--- src/rtl/core/sa_pkg.sv ---
package sa_pkg;

  localparam int MaxSegs   = 64;
  localparam int IdxBits   = $clog2(MaxSegs);
  localparam int CntBits   = IdxBits + 1;
  localparam int SizeBits  = 16;
  localparam int OwnerBits = 8;
  localparam int EntBits   = SizeBits + OwnerBits;
  localparam logic [SizeBits-1:0] ResetTotal = SizeBits'(1024);

  localparam logic [1:0] PolFirst = 2'd0;
  localparam logic [1:0] PolNext  = 2'd1;
  localparam logic [1:0] PolBest  = 2'd2;
  localparam logic [1:0] PolWorst = 2'd3;

  localparam logic [1:0] StDone    = 2'd0;
  localparam logic [1:0] StNoFit   = 2'd1;
  localparam logic [1:0] StNoOwner = 2'd2;
  localparam logic [1:0] StFull    = 2'd3;

  localparam logic RegPolicy = 1'b0;
  localparam logic RegTotal  = 1'b1;

  typedef struct packed {
    logic init_start;   // begin table clear
    logic load_req;     // capture request, reset scan
    logic scan_rd;      // issue read at scan address
    logic scan_eval;    // evaluate entry returned by read
    logic shift_rd;     // read entry just below shift address
    logic shift_wr;     // write read entry one slot up
    logic commit;       // write picked entry
    logic done;         // drive result strobe
  } sa_cmd_t;

  typedef struct packed {
    logic init_busy;
    logic scan_last;    // current eval is final entry, or request is invalid
    logic early_hit;    // first/next fit or release found match
    logic shift_last;   // shift reached pick+1
    logic need_shift;   // successful allocate with remainder and a free slot
  } sa_stat_t;

endpackage

--- src/rtl/core/segment_allocator_fit_policies_top.sv ---
// Segment allocator: allocate (req_type 0) and release (req_type 1) requests
// are taken at an edge with start high and busy low. Each request reads the
// 64-entry segment table one entry at a time, examining all seg_count entries,
// except that first fit, next fit and release stop at the match. A split
// moves the entries above the pick up one slot and places the remainder.
// busy drops in the cycle the result is shown, so the next request can be
// taken at the edge that ends that cycle.
// After reset and after each total_size write taken while idle or clearing,
// the table is cleared, with busy high. The result appears for one cycle with
// done high; it cannot be stalled, so the receiver must take it on that cycle.
module segment_allocator_fit_policies_top (
  input  logic                         clk,
  input  logic                         rst,
  input  logic                         cfg_we,
  input  logic                         cfg_index,
  input  logic [sa_pkg::SizeBits-1:0]  cfg_data,
  input  logic                         start,
  output logic                         busy,
  input  logic                         req_type,
  input  logic [sa_pkg::OwnerBits-1:0] owner_id,
  input  logic [sa_pkg::SizeBits-1:0]  req_size,
  output logic                         done,
  output logic [1:0]                   status,
  output logic [5:0]                   seg_index,
  output logic [sa_pkg::SizeBits-1:0]  free_total
);
  sa_pkg::sa_cmd_t  cmd;
  sa_pkg::sa_stat_t stat;
  logic total_wr, pol_wr;

  assign total_wr = cfg_we && (cfg_index == sa_pkg::RegTotal);
  assign pol_wr   = cfg_we && (cfg_index == sa_pkg::RegPolicy);

  sa_ctrl u_ctrl (
    .clk, .rst, .start, .cfg_total_wr(total_wr), .stat, .cmd, .busy
  );

  sa_dp u_dp (
    .clk, .rst, .cfg_policy_wr(pol_wr), .cfg_data,
    .req_type, .owner_id, .req_size, .cmd, .stat, .done,
    .status, .seg_index, .free_total
  );
endmodule

--- src/rtl/core/sa_ram.sv ---
module sa_ram #(
  parameter int Width = 8,
  parameter int Depth = 16
) (
  input  logic                     clk,
  input  logic                     we,
  input  logic [$clog2(Depth)-1:0] waddr,
  input  logic [Width-1:0]         wdata,
  input  logic [$clog2(Depth)-1:0] raddr,
  output logic [Width-1:0]         rdata
);
  logic [Width-1:0] mem [Depth];

  always_ff @(posedge clk) begin
    if (we) begin
      mem[waddr] <= wdata;
    end
    rdata <= mem[raddr];
  end
endmodule

--- src/rtl/core/sa_ctrl.sv ---
module sa_ctrl (
  input  logic             clk,
  input  logic             rst,
  input  logic             start,
  input  logic             cfg_total_wr,
  input  sa_pkg::sa_stat_t stat,
  output sa_pkg::sa_cmd_t  cmd,
  output logic             busy
);
  typedef enum logic [6:0] {
    S_IDLE  = 7'b0000001,
    S_INIT  = 7'b0000010,
    S_RD    = 7'b0000100,
    S_EVAL  = 7'b0001000,
    S_SHRD  = 7'b0010000,
    S_SHWR  = 7'b0100000,
    S_COMMIT = 7'b1000000
  } state_t;

  state_t state, state_next;

  always_ff @(posedge clk) begin
    if (rst) begin
      state <= S_INIT;
    end else begin
      state <= state_next;
    end
  end

  always_comb begin
    state_next = state;
    cmd = '0;
    case (state)
      S_IDLE: begin
        if (cfg_total_wr) begin
          cmd.init_start = 1'b1;
          state_next = S_INIT;
        end else if (start) begin
          cmd.load_req = 1'b1;
          state_next = S_RD;
        end
      end
      S_INIT: begin
        if (cfg_total_wr) begin
          cmd.init_start = 1'b1;
        end else if (!stat.init_busy) begin
          state_next = S_IDLE;
        end
      end
      S_RD: begin
        cmd.scan_rd = 1'b1;
        state_next = S_EVAL;
      end
      S_EVAL: begin
        cmd.scan_eval = 1'b1;
        if (stat.early_hit || stat.scan_last) begin
          state_next = stat.need_shift ? S_SHRD : S_COMMIT;
        end else begin
          state_next = S_RD;
        end
      end
      S_SHRD: begin
        cmd.shift_rd = 1'b1;
        state_next = S_SHWR;
      end
      S_SHWR: begin
        cmd.shift_wr = 1'b1;
        state_next = stat.shift_last ? S_COMMIT : S_SHRD;
      end
      S_COMMIT: begin
        cmd.commit = 1'b1;
        cmd.done = 1'b1;
        state_next = S_IDLE;
      end
      default: state_next = S_IDLE;
    endcase
  end

  assign busy = (state != S_IDLE);
endmodule

--- src/rtl/core/sa_dp.sv ---
module sa_dp (
  input  logic                           clk,
  input  logic                           rst,
  input  logic                           cfg_policy_wr,
  input  logic [sa_pkg::SizeBits-1:0]    cfg_data,
  input  logic                           req_type,
  input  logic [sa_pkg::OwnerBits-1:0]   owner_id,
  input  logic [sa_pkg::SizeBits-1:0]    req_size,
  input  sa_pkg::sa_cmd_t                cmd,
  output sa_pkg::sa_stat_t               stat,
  output logic                           done,
  output logic [1:0]                     status,
  output logic [5:0]                     seg_index,
  output logic [sa_pkg::SizeBits-1:0]    free_total
);
  localparam int IB = sa_pkg::IdxBits;
  localparam int CB = sa_pkg::CntBits;
  localparam int SB = sa_pkg::SizeBits;
  localparam int OB = sa_pkg::OwnerBits;
  localparam logic [CB-1:0] MaxCnt = CB'(sa_pkg::MaxSegs);

  logic [1:0]    policy;
  logic [SB-1:0] total;
  logic [CB-1:0] seg_count;
  logic [IB-1:0] next_cursor;
  logic [SB-1:0] free_sum;

  logic          kind;
  logic [OB-1:0] owner;
  logic [SB-1:0] need;
  logic [IB-1:0] start_idx;
  logic [CB-1:0] k;
  logic [IB-1:0] addr;
  logic          found;
  logic [IB-1:0] pick;
  logic [SB-1:0] pick_size;
  logic [SB-1:0] best;
  logic          fail_early;
  logic [IB-1:0] sh_addr;

  logic [CB-1:0] init_cnt;
  logic          init_busy;

  logic          we;
  logic [IB-1:0] waddr, raddr;
  logic [sa_pkg::EntBits-1:0] wdata, rdata;
  logic [SB-1:0] r_size;
  logic [OB-1:0] r_owner;

  sa_ram #(.Width(sa_pkg::EntBits), .Depth(sa_pkg::MaxSegs)) u_ram (
    .clk, .we, .waddr, .wdata, .raddr, .rdata
  );

  assign r_size  = rdata[sa_pkg::EntBits-1:OB];
  assign r_owner = rdata[OB-1:0];

  logic          is_free, fits, hit, better;
  logic [SB-1:0] rem;
  logic [CB-1:0] k_inc;
  logic          found_n;
  logic [IB-1:0] pick_n;
  logic [SB-1:0] psize_n, best_n;
  logic          last;

  always_comb begin
    is_free = (r_owner == '0);
    fits    = is_free && (r_size >= need);
    rem     = r_size - need;
    k_inc   = k + CB'(1);
    last    = (k_inc >= seg_count);
    hit     = 1'b0;
    better  = 1'b0;
    if (kind) begin
      hit = (r_owner == owner);
    end else begin
      case (policy)
        sa_pkg::PolFirst, sa_pkg::PolNext: hit = fits;
        sa_pkg::PolBest:  better = fits && (!found || rem < best);
        sa_pkg::PolWorst: better = is_free && (!found || r_size >= best);
        default: ;
      endcase
    end
    found_n = found;
    pick_n  = pick;
    psize_n = pick_size;
    best_n  = best;
    if (hit || better) begin
      found_n = 1'b1;
      pick_n  = addr;
      psize_n = r_size;
      best_n  = (policy == sa_pkg::PolWorst) ? r_size : rem;
    end
  end

  logic          fin_ok;
  logic [SB-1:0] fin_rem;
  always_comb begin
    fin_ok = found_n;
    if (!kind && policy == sa_pkg::PolWorst && psize_n < need) begin
      fin_ok = 1'b0;
    end
    if (fail_early) begin
      fin_ok = 1'b0;
    end
    fin_rem = psize_n - need;
  end

  assign stat.init_busy  = init_busy;
  assign stat.scan_last  = last || fail_early;
  assign stat.early_hit  = hit && !fail_early;
  assign stat.need_shift = !kind && fin_ok && (fin_rem != '0) && (seg_count < MaxCnt);
  assign stat.shift_last = (sh_addr == pick + IB'(1));

  logic [IB-1:0] a_calc;
  always_comb begin
    logic [CB-1:0] s;
    s = {1'b0, start_idx} + k;
    if (s >= seg_count) begin
      s = s - seg_count;
    end
    a_calc = s[IB-1:0];
  end

  logic          c_split;
  logic [IB-1:0] r_pick;
  logic [SB-1:0] r_psize;
  logic          r_ok;

  // the last shift step lands on pick+1 and writes the remainder there
  always_comb begin
    we = 1'b0;
    waddr = '0;
    wdata = '0;
    raddr = addr;
    if (init_busy) begin
      we = 1'b1;
      waddr = init_cnt[IB-1:0];
      wdata = {(init_cnt == '0) ? total : SB'(0), OB'(0)};
    end else if (cmd.scan_rd) begin
      raddr = a_calc;
    end else if (cmd.shift_rd) begin
      raddr = sh_addr - IB'(1);
    end else if (cmd.shift_wr) begin
      we = 1'b1;
      waddr = sh_addr;
      wdata = (sh_addr == r_pick + IB'(1)) ? {r_psize - need, OB'(0)} : rdata;
    end else if (cmd.commit && r_ok) begin
      we = 1'b1;
      waddr = r_pick;
      if (kind) begin
        wdata = {r_psize, OB'(0)};
      end else begin
        wdata = {need, owner};
      end
    end
  end

  always_ff @(posedge clk) begin
    if (rst) begin
      policy      <= 2'(sa_pkg::PolFirst);
      total       <= sa_pkg::ResetTotal;
      seg_count   <= CB'(1);
      next_cursor <= '0;
      free_sum    <= sa_pkg::ResetTotal;
      init_busy   <= 1'b1;
      init_cnt    <= '0;
      done        <= 1'b0;
    end else begin
      done <= 1'b0;
      if (cfg_policy_wr) begin
        policy <= cfg_data[1:0];
      end
      if (cmd.init_start) begin
        total       <= cfg_data;
        seg_count   <= CB'(1);
        next_cursor <= '0;
        free_sum    <= cfg_data;
        init_busy   <= 1'b1;
        init_cnt    <= '0;
      end else if (init_busy) begin
        init_cnt <= init_cnt + CB'(1);
        if (init_cnt == MaxCnt - CB'(1)) begin
          init_busy <= 1'b0;
        end
      end
      if (cmd.load_req) begin
        kind  <= req_type;
        owner <= owner_id;
        need  <= req_size;
        k     <= '0;
        found <= 1'b0;
        pick  <= '0;
        best  <= '0;
        pick_size <= '0;
        fail_early <= (owner_id == '0) || (!req_type && req_size == '0);
        start_idx <= (!req_type && policy == sa_pkg::PolNext &&
                      {1'b0, next_cursor} < seg_count) ? next_cursor : '0;
      end
      if (cmd.scan_rd) begin
        addr <= a_calc;
      end
      if (cmd.scan_eval) begin
        k         <= k_inc;
        found     <= found_n;
        pick      <= pick_n;
        pick_size <= psize_n;
        best      <= best_n;
        r_ok      <= fin_ok;
        r_pick    <= pick_n;
        r_psize   <= psize_n;
        sh_addr   <= seg_count[IB-1:0];
        c_split   <= !kind && fin_ok && (fin_rem != '0);
        if (!kind && fin_ok && (fin_rem != '0) && seg_count >= MaxCnt) begin
          r_ok <= 1'b0;
          status <= sa_pkg::StFull;
          seg_index <= 6'(pick_n);
        end else if (fin_ok) begin
          status <= sa_pkg::StDone;
          seg_index <= 6'(pick_n);
        end else begin
          status <= (owner == '0 || kind) ? sa_pkg::StNoOwner : sa_pkg::StNoFit;
          seg_index <= '0;
        end
      end
      if (cmd.shift_wr) begin
        sh_addr <= sh_addr - IB'(1);
      end
      if (cmd.commit && r_ok) begin
        if (kind) begin
          free_sum <= free_sum + r_psize;
        end else begin
          free_sum <= free_sum - need;
          if (c_split) begin
            seg_count <= seg_count + CB'(1);
          end
          if (policy == sa_pkg::PolNext) begin
            next_cursor <= r_pick + IB'(1);
          end else if (c_split && {1'b0, next_cursor} < seg_count &&
                       next_cursor >= r_pick + IB'(1)) begin
            next_cursor <= next_cursor + IB'(1);
          end
        end
      end
      if (cmd.done) begin
        done <= 1'b1;
      end
    end
  end

  assign free_total = free_sum;
endmodule
--- config.mk ---
export PLATFORM = sky130hd
export DESIGN_NAME = segment_allocator_fit_policies_top
export DESIGN_NICKNAME = d
export VERILOG_FILES = /design/src/rtl/core/sa_pkg.sv /design/src/rtl/core/segment_allocator_fit_policies_top.sv /design/src/rtl/core/sa_ram.sv /design/src/rtl/core/sa_ctrl.sv /design/src/rtl/core/sa_dp.sv
export SDC_FILE = /design/constraint.sdc
export NUM_CORES = 2
export LEC_CHECK = 0
export ABC_AREA = 1
export CORE_ASPECT_RATIO = 0.7
export CORE_MARGIN = 2
export CORE_UTILIZATION = 35
export DETAILED_ROUTE_END_ITERATION = 16
export DONT_BUFFER_PORTS = 1
export GPL_TIMING_DRIVEN = 0
export HOLD_SLACK_MARGIN = 0.08
export PLACE_DENSITY = 0.51
export SYNTH_ARGS = -nofsm -noshare
export SYNTH_HDL_FRONTEND = slang
export SYNTH_SLANG_ARGS = --single-unit
--- constraint.sdc ---
create_clock -name clk -period 5.9 [get_ports clk]
set_clock_uncertainty 0.1 [all_clocks]
set_input_delay 0.59 -clock clk [delete_from_list [all_inputs] [get_ports clk]]
set_output_delay 0.59 -clock clk [all_outputs]
set_load 0.005 [all_outputs]
==> results by stage <==
Outcome:
- The run finished, with violations left.
- The checks that failed: max-capacitance violations, max-slew violations, negative setup slack.

Synth:
- By instance count, the leading cell after synthesis is nand2_1.
- The post-synthesis register bit count is 1,745.
- For this run, the number of Yosys warnings is 0.
- Yosys attributes the largest share of cell area to edfxtp_1 (61%), nand3_1 (11%), nand2_1 (8.6%), inv_1 (3.9%), nand3b_1 (2.7%).
- For this run, the leading register cell type out of synthesis is edfxtp_1.
- The share of flip-flops with an asynchronous set or reset is 0%.
- The count of flip-flops with a built-in enable after synthesis is 1,658.
- In this run, distinct cell masters in the synthesized netlist total 56.
- The sequential-to-total area share from yosys stat is between 60% and 70%.
- Counting instances in the post-synthesis netlist gives the leading cell types as nand2_1 (1,852), nand3_1 (1,740), edfxtp_1 (1,658).
- The net count after synthesis is 8,118.
- The post-synthesis cell area is 0.0811 mm^2.
- The number of cells produced by synthesis is 7,933.
- The average instance in the mapped netlist occupies 10.2 um^2.
- The synthesized design spends more area on one cell type than any other, namely edfxtp_1.
- The share of the synthesized area in the top cell type is between 60% and 70%.

Global route:
- The total grt overflow is 0.
- The first global-routing pass estimated 426,000 um of wire.
- The maximum number of pins on one net before global-route repair is 65.
- Global routing consumed, over all layers together, 25.5% of the routing resources.
- The via count of the first global-routing pass came to 57,145.
- The number of antenna violations at the first check in global routing is 28.

Timing:
- At the pin with the least slew margin, the transition time is 1540 ps.
- The minimum period implied by the final worst setup slack is ~5900 ps.
- The count of final max-slew check failures is 11.
- Summed over all failing endpoints, the final setup total negative slack is -23.5 ps.
- Timing would allow up to 169 MHz.
- Setup repair after global routing could not meet its margin everywhere.
- The relative max-transition margin is -2.38%.
- In the post-route analysis, the smallest setup slack over all paths is -13.7 ps.
- The number of endpoints with negative hold slack in the final report is 0.
- Dividing the final minimum period by the clock period gives 100%.
- Setup violations remaining at the end of the flow were counted as 2.
- Hold is met by 129 ps.

Place:
- Once placement finished, the instance area stood at 0.0877 mm^2.
- The final weighted congestion of routability-driven global placement is 0.943.
- The cell count after placement is about 11,000.
- Detailed placement ended at an HPWL of 222,000 um.
- The number of I/O port buffers is 0.

Route:
- The number of vias per cell is 5.42.
- The first TritonRoute pass finished after 9 iterations.
- The routed wire length is just over 300,000 um.
- The number of nets with antenna violations after detailed routing is 0.
- The violation count after the first detailed-route iteration is between 8,000 and 9,000.
- After detailed routing, the number of remaining DRC violations is 0.
- In the final routed layout, each cell accounts on average for between 20 and 30 um.
- The vias after detailed routing is 62,552.

Critical path:
- In this run the register-to-register setup slack is -10 ps.
- The worst setup path is launched from a flip-flop.
- Following the worst setup path forward leads to its endpoint at u_dp.status[0]$_SDFFCE_PP1P_.
- The critical path startpoint is u_dp.need[5]$_DFFE_PP_.
- The cell with the largest stage delay on the worst path is edfxtp_1.
- The nature of the critical path endpoint is a flip-flop.
- The launch point of the worst reg-to-reg path is u_dp.need[5]$_DFFE_PP_.
- The critical path class is reg -> reg.
- The cell count of the worst reg-to-reg path is 41.
- Data on the critical path is required at its endpoint by 6400 ps.
- In this run the critical register-to-register path is captured at u_dp.status[0]$_SDFFCE_PP1P_.
- Along the worst path, the maximum fanout reaches 6.
- For this run, the slowest stage of the critical path takes roughly 400 ps.
- Data arrives at the worst endpoint at 6410 ps.
- The cell type with the highest occurrence count on the critical path is nand2_2.

Worst hold path:
- The tightest min-delay check is of the in -> reg type.

Cells and area:
- In the final design database the tool counted 8,512 nets.
- The filler cell count is around 22,000.
- The fraction of final layout cells with drive strength greater than 1 is 10.7%.
- Excluding fillers, the count of instances in the completed layout stands at 11,538.
- After routing the design area is between 0.09 and 0.1 mm^2.
- The area growth from synthesis to layout is 17.5%.

Clocking:
- The number of buffers inserted during clock tree synthesis is approximately 190.
- Counting every sink on the clock net gives 1,745.
- TritonCTS built the clock tree.
- The post-CTS clock slew at the launch and capture registers of the worst setup and hold paths is 60 ps.
- The level count of the clock H-tree is 4.
- The later pin in the worst-skew pair is clocked with a latency of 850 ps.
- The longest clock path from root to sink contains 4 buffers.
- CTS placed an instance of clkbuf_16 at the clock tree root.

Power:
- In this run the static leakage power is 37.5 nW.
- The maximum VDD drop is 0.252 mV.
- In this run the power density over the cells is 273 mW/mm^2.
- Overall power consumption after layout is estimated at 0.0260 W.

Floorplanning:
- The number of cell rows is 147.
- The die covers 0.236 mm^2.
- The height of the die is 407 um.
- The initial cell density of the core is between 30% and 40%.
- For this design the top-level I/O count stands at 72.
- The core region is 0.230 mm^2.
- The die outline width is 579 um.

Flow run:
- Across the run, the number of max-cap violations was 1.
==> sequential cells by signal (all words and copies together) (netlist names), 7 cells and up <==
register / count
u_dp.r_psize: 16
u_dp.total: 16
u_dp.seg_count: 7
u_ctrl.state: 7
u_dp.init_cnt: 7
u_dp.need: 16
u_dp.best: 16
u_dp.k: 7
u_dp.u_ram.mem: 1536
u_dp.free_total: 16
u_dp.pick_size: 16
u_dp.owner: 8
u_dp.u_ram.rdata: 24
==> power breakdown <==
part / switching (W) / leakage [nW] / internal, W
clock: 0.00508 / 2.88 / 0.00662
combinational: 0.000476 / 17.7 / 0.000171
sequential: 0.0000293 / 16.9 / 0.0136
total: 0.00558 / 37.5 / 0.0204
==> cells in the final DEF (no fill, tap or decap), drive strengths merged, types with 49 or more instances in the layout <==
cell type | synthesis | layout
clkinv | 2 | 88
dlygate4sd3 | 0 | 49
o21ai | 149 | 149
edfxtp | 1658 | 1658
xor2 | 62 | 62
inv | 851 | 846
a21oi | 165 | 165
nor2 | 270 | 270
buf | 276 | 416
nand3 | 1740 | 1740
nand2 | 1854 | 1854
clkbuf | 184 | 426
ha | 133 | 133
dfxtp | 87 | 87
nand3b | 293 | 293
==> how the worst min path moves through the flow <==
stage | startpoint | endpoint | cells after the start
after floorplan | u_dp.total[12]$_SDFFE_PP0P_ | u_dp.total[12]$_SDFFE_PP0P_ | 2
after global placement | u_dp.total[15]$_SDFFE_PP0P_ | u_dp.total[15]$_SDFFE_PP0P_ | 2
after detailed placement | u_dp.total[15]$_SDFFE_PP0P_ | u_dp.total[15]$_SDFFE_PP0P_ | 2
after CTS | start | u_dp.kind$_DFFE_PP_ | 2
after global routing | start | u_dp.kind$_DFFE_PP_ | 2
final | start | u_dp.kind$_DFFE_PP_ | 2
==> through the flow <==
| stage | utilization, % | setup WS, ps |
|---|---|---|
| 2_1_floorplan | - | 107 |
| 3_3_place_gp | 37.0 | -6740 |
| 3_5_place_dp | 38.2 | -3270 |
| 4_1_cts | 41.2 | -56.9 |
| 5_1_grt | 41.4 | -317 |
| 6_report | 41.4 | -13.7 |
==> cells by family (layout without fill, tap and decap cells) <==
group,Yosys count,count (layout),share of synthesized area (%)
AOI/OAI and AO/OA,405,405,2.77
xor gates and xnor gates,91,91,0.983
adders and majority gates,139,139,2.20
buffers and inverters,1313,1853,6.53
DFF,1745,1745,63.6
other,0,11,0
and+or+nand+nor,4240,4240,24.0
==> critical path: cells and delay by family (launching register included) <==
family          cells  cell delay (ps)
compound gates      5              580
xor+xnor            2              320
fa+ha+maj           4             1210
buf+inv             7              850
flops               1              400
simple gates       23             2190
==> repair_timing <==
action	CTS	global route
hold endpoints to repair	67	0
setup endpoints to repair	85	36
gates cloned	1	0
resized for setup	116	112
hold buffers	49	0
setup buffers	42	13
pin swaps	30	29
==> per-layer routing <==
layer	share of wire (%)	GRT usage [%]	routed length (um)
met3	12	6.98	37700
met4	2.5	6.65	7780
met1	46	40.0	142000
met5	0.013	0	41
met2	39	33.6	118000
==> layout make-up <==
class | count | area (um^2) | share of cell area (%)
buffer | 460 | 2230 | 2.34
antenna | 11 | 27.5 | 0.0289
tap | 3054 | 3820 | 4.01
inverter | 853 | 3240 | 3.40
sequential | 1745 | 51500 | 54.1
timing repair buffer | 203 | 2990 | 3.14
clock inverter | 108 | 887 | 0.932
clock buffer | 229 | 4960 | 5.21
multi-input combinational | 4875 | 25500 | 26.8
(Power assumes the default switching activity.)
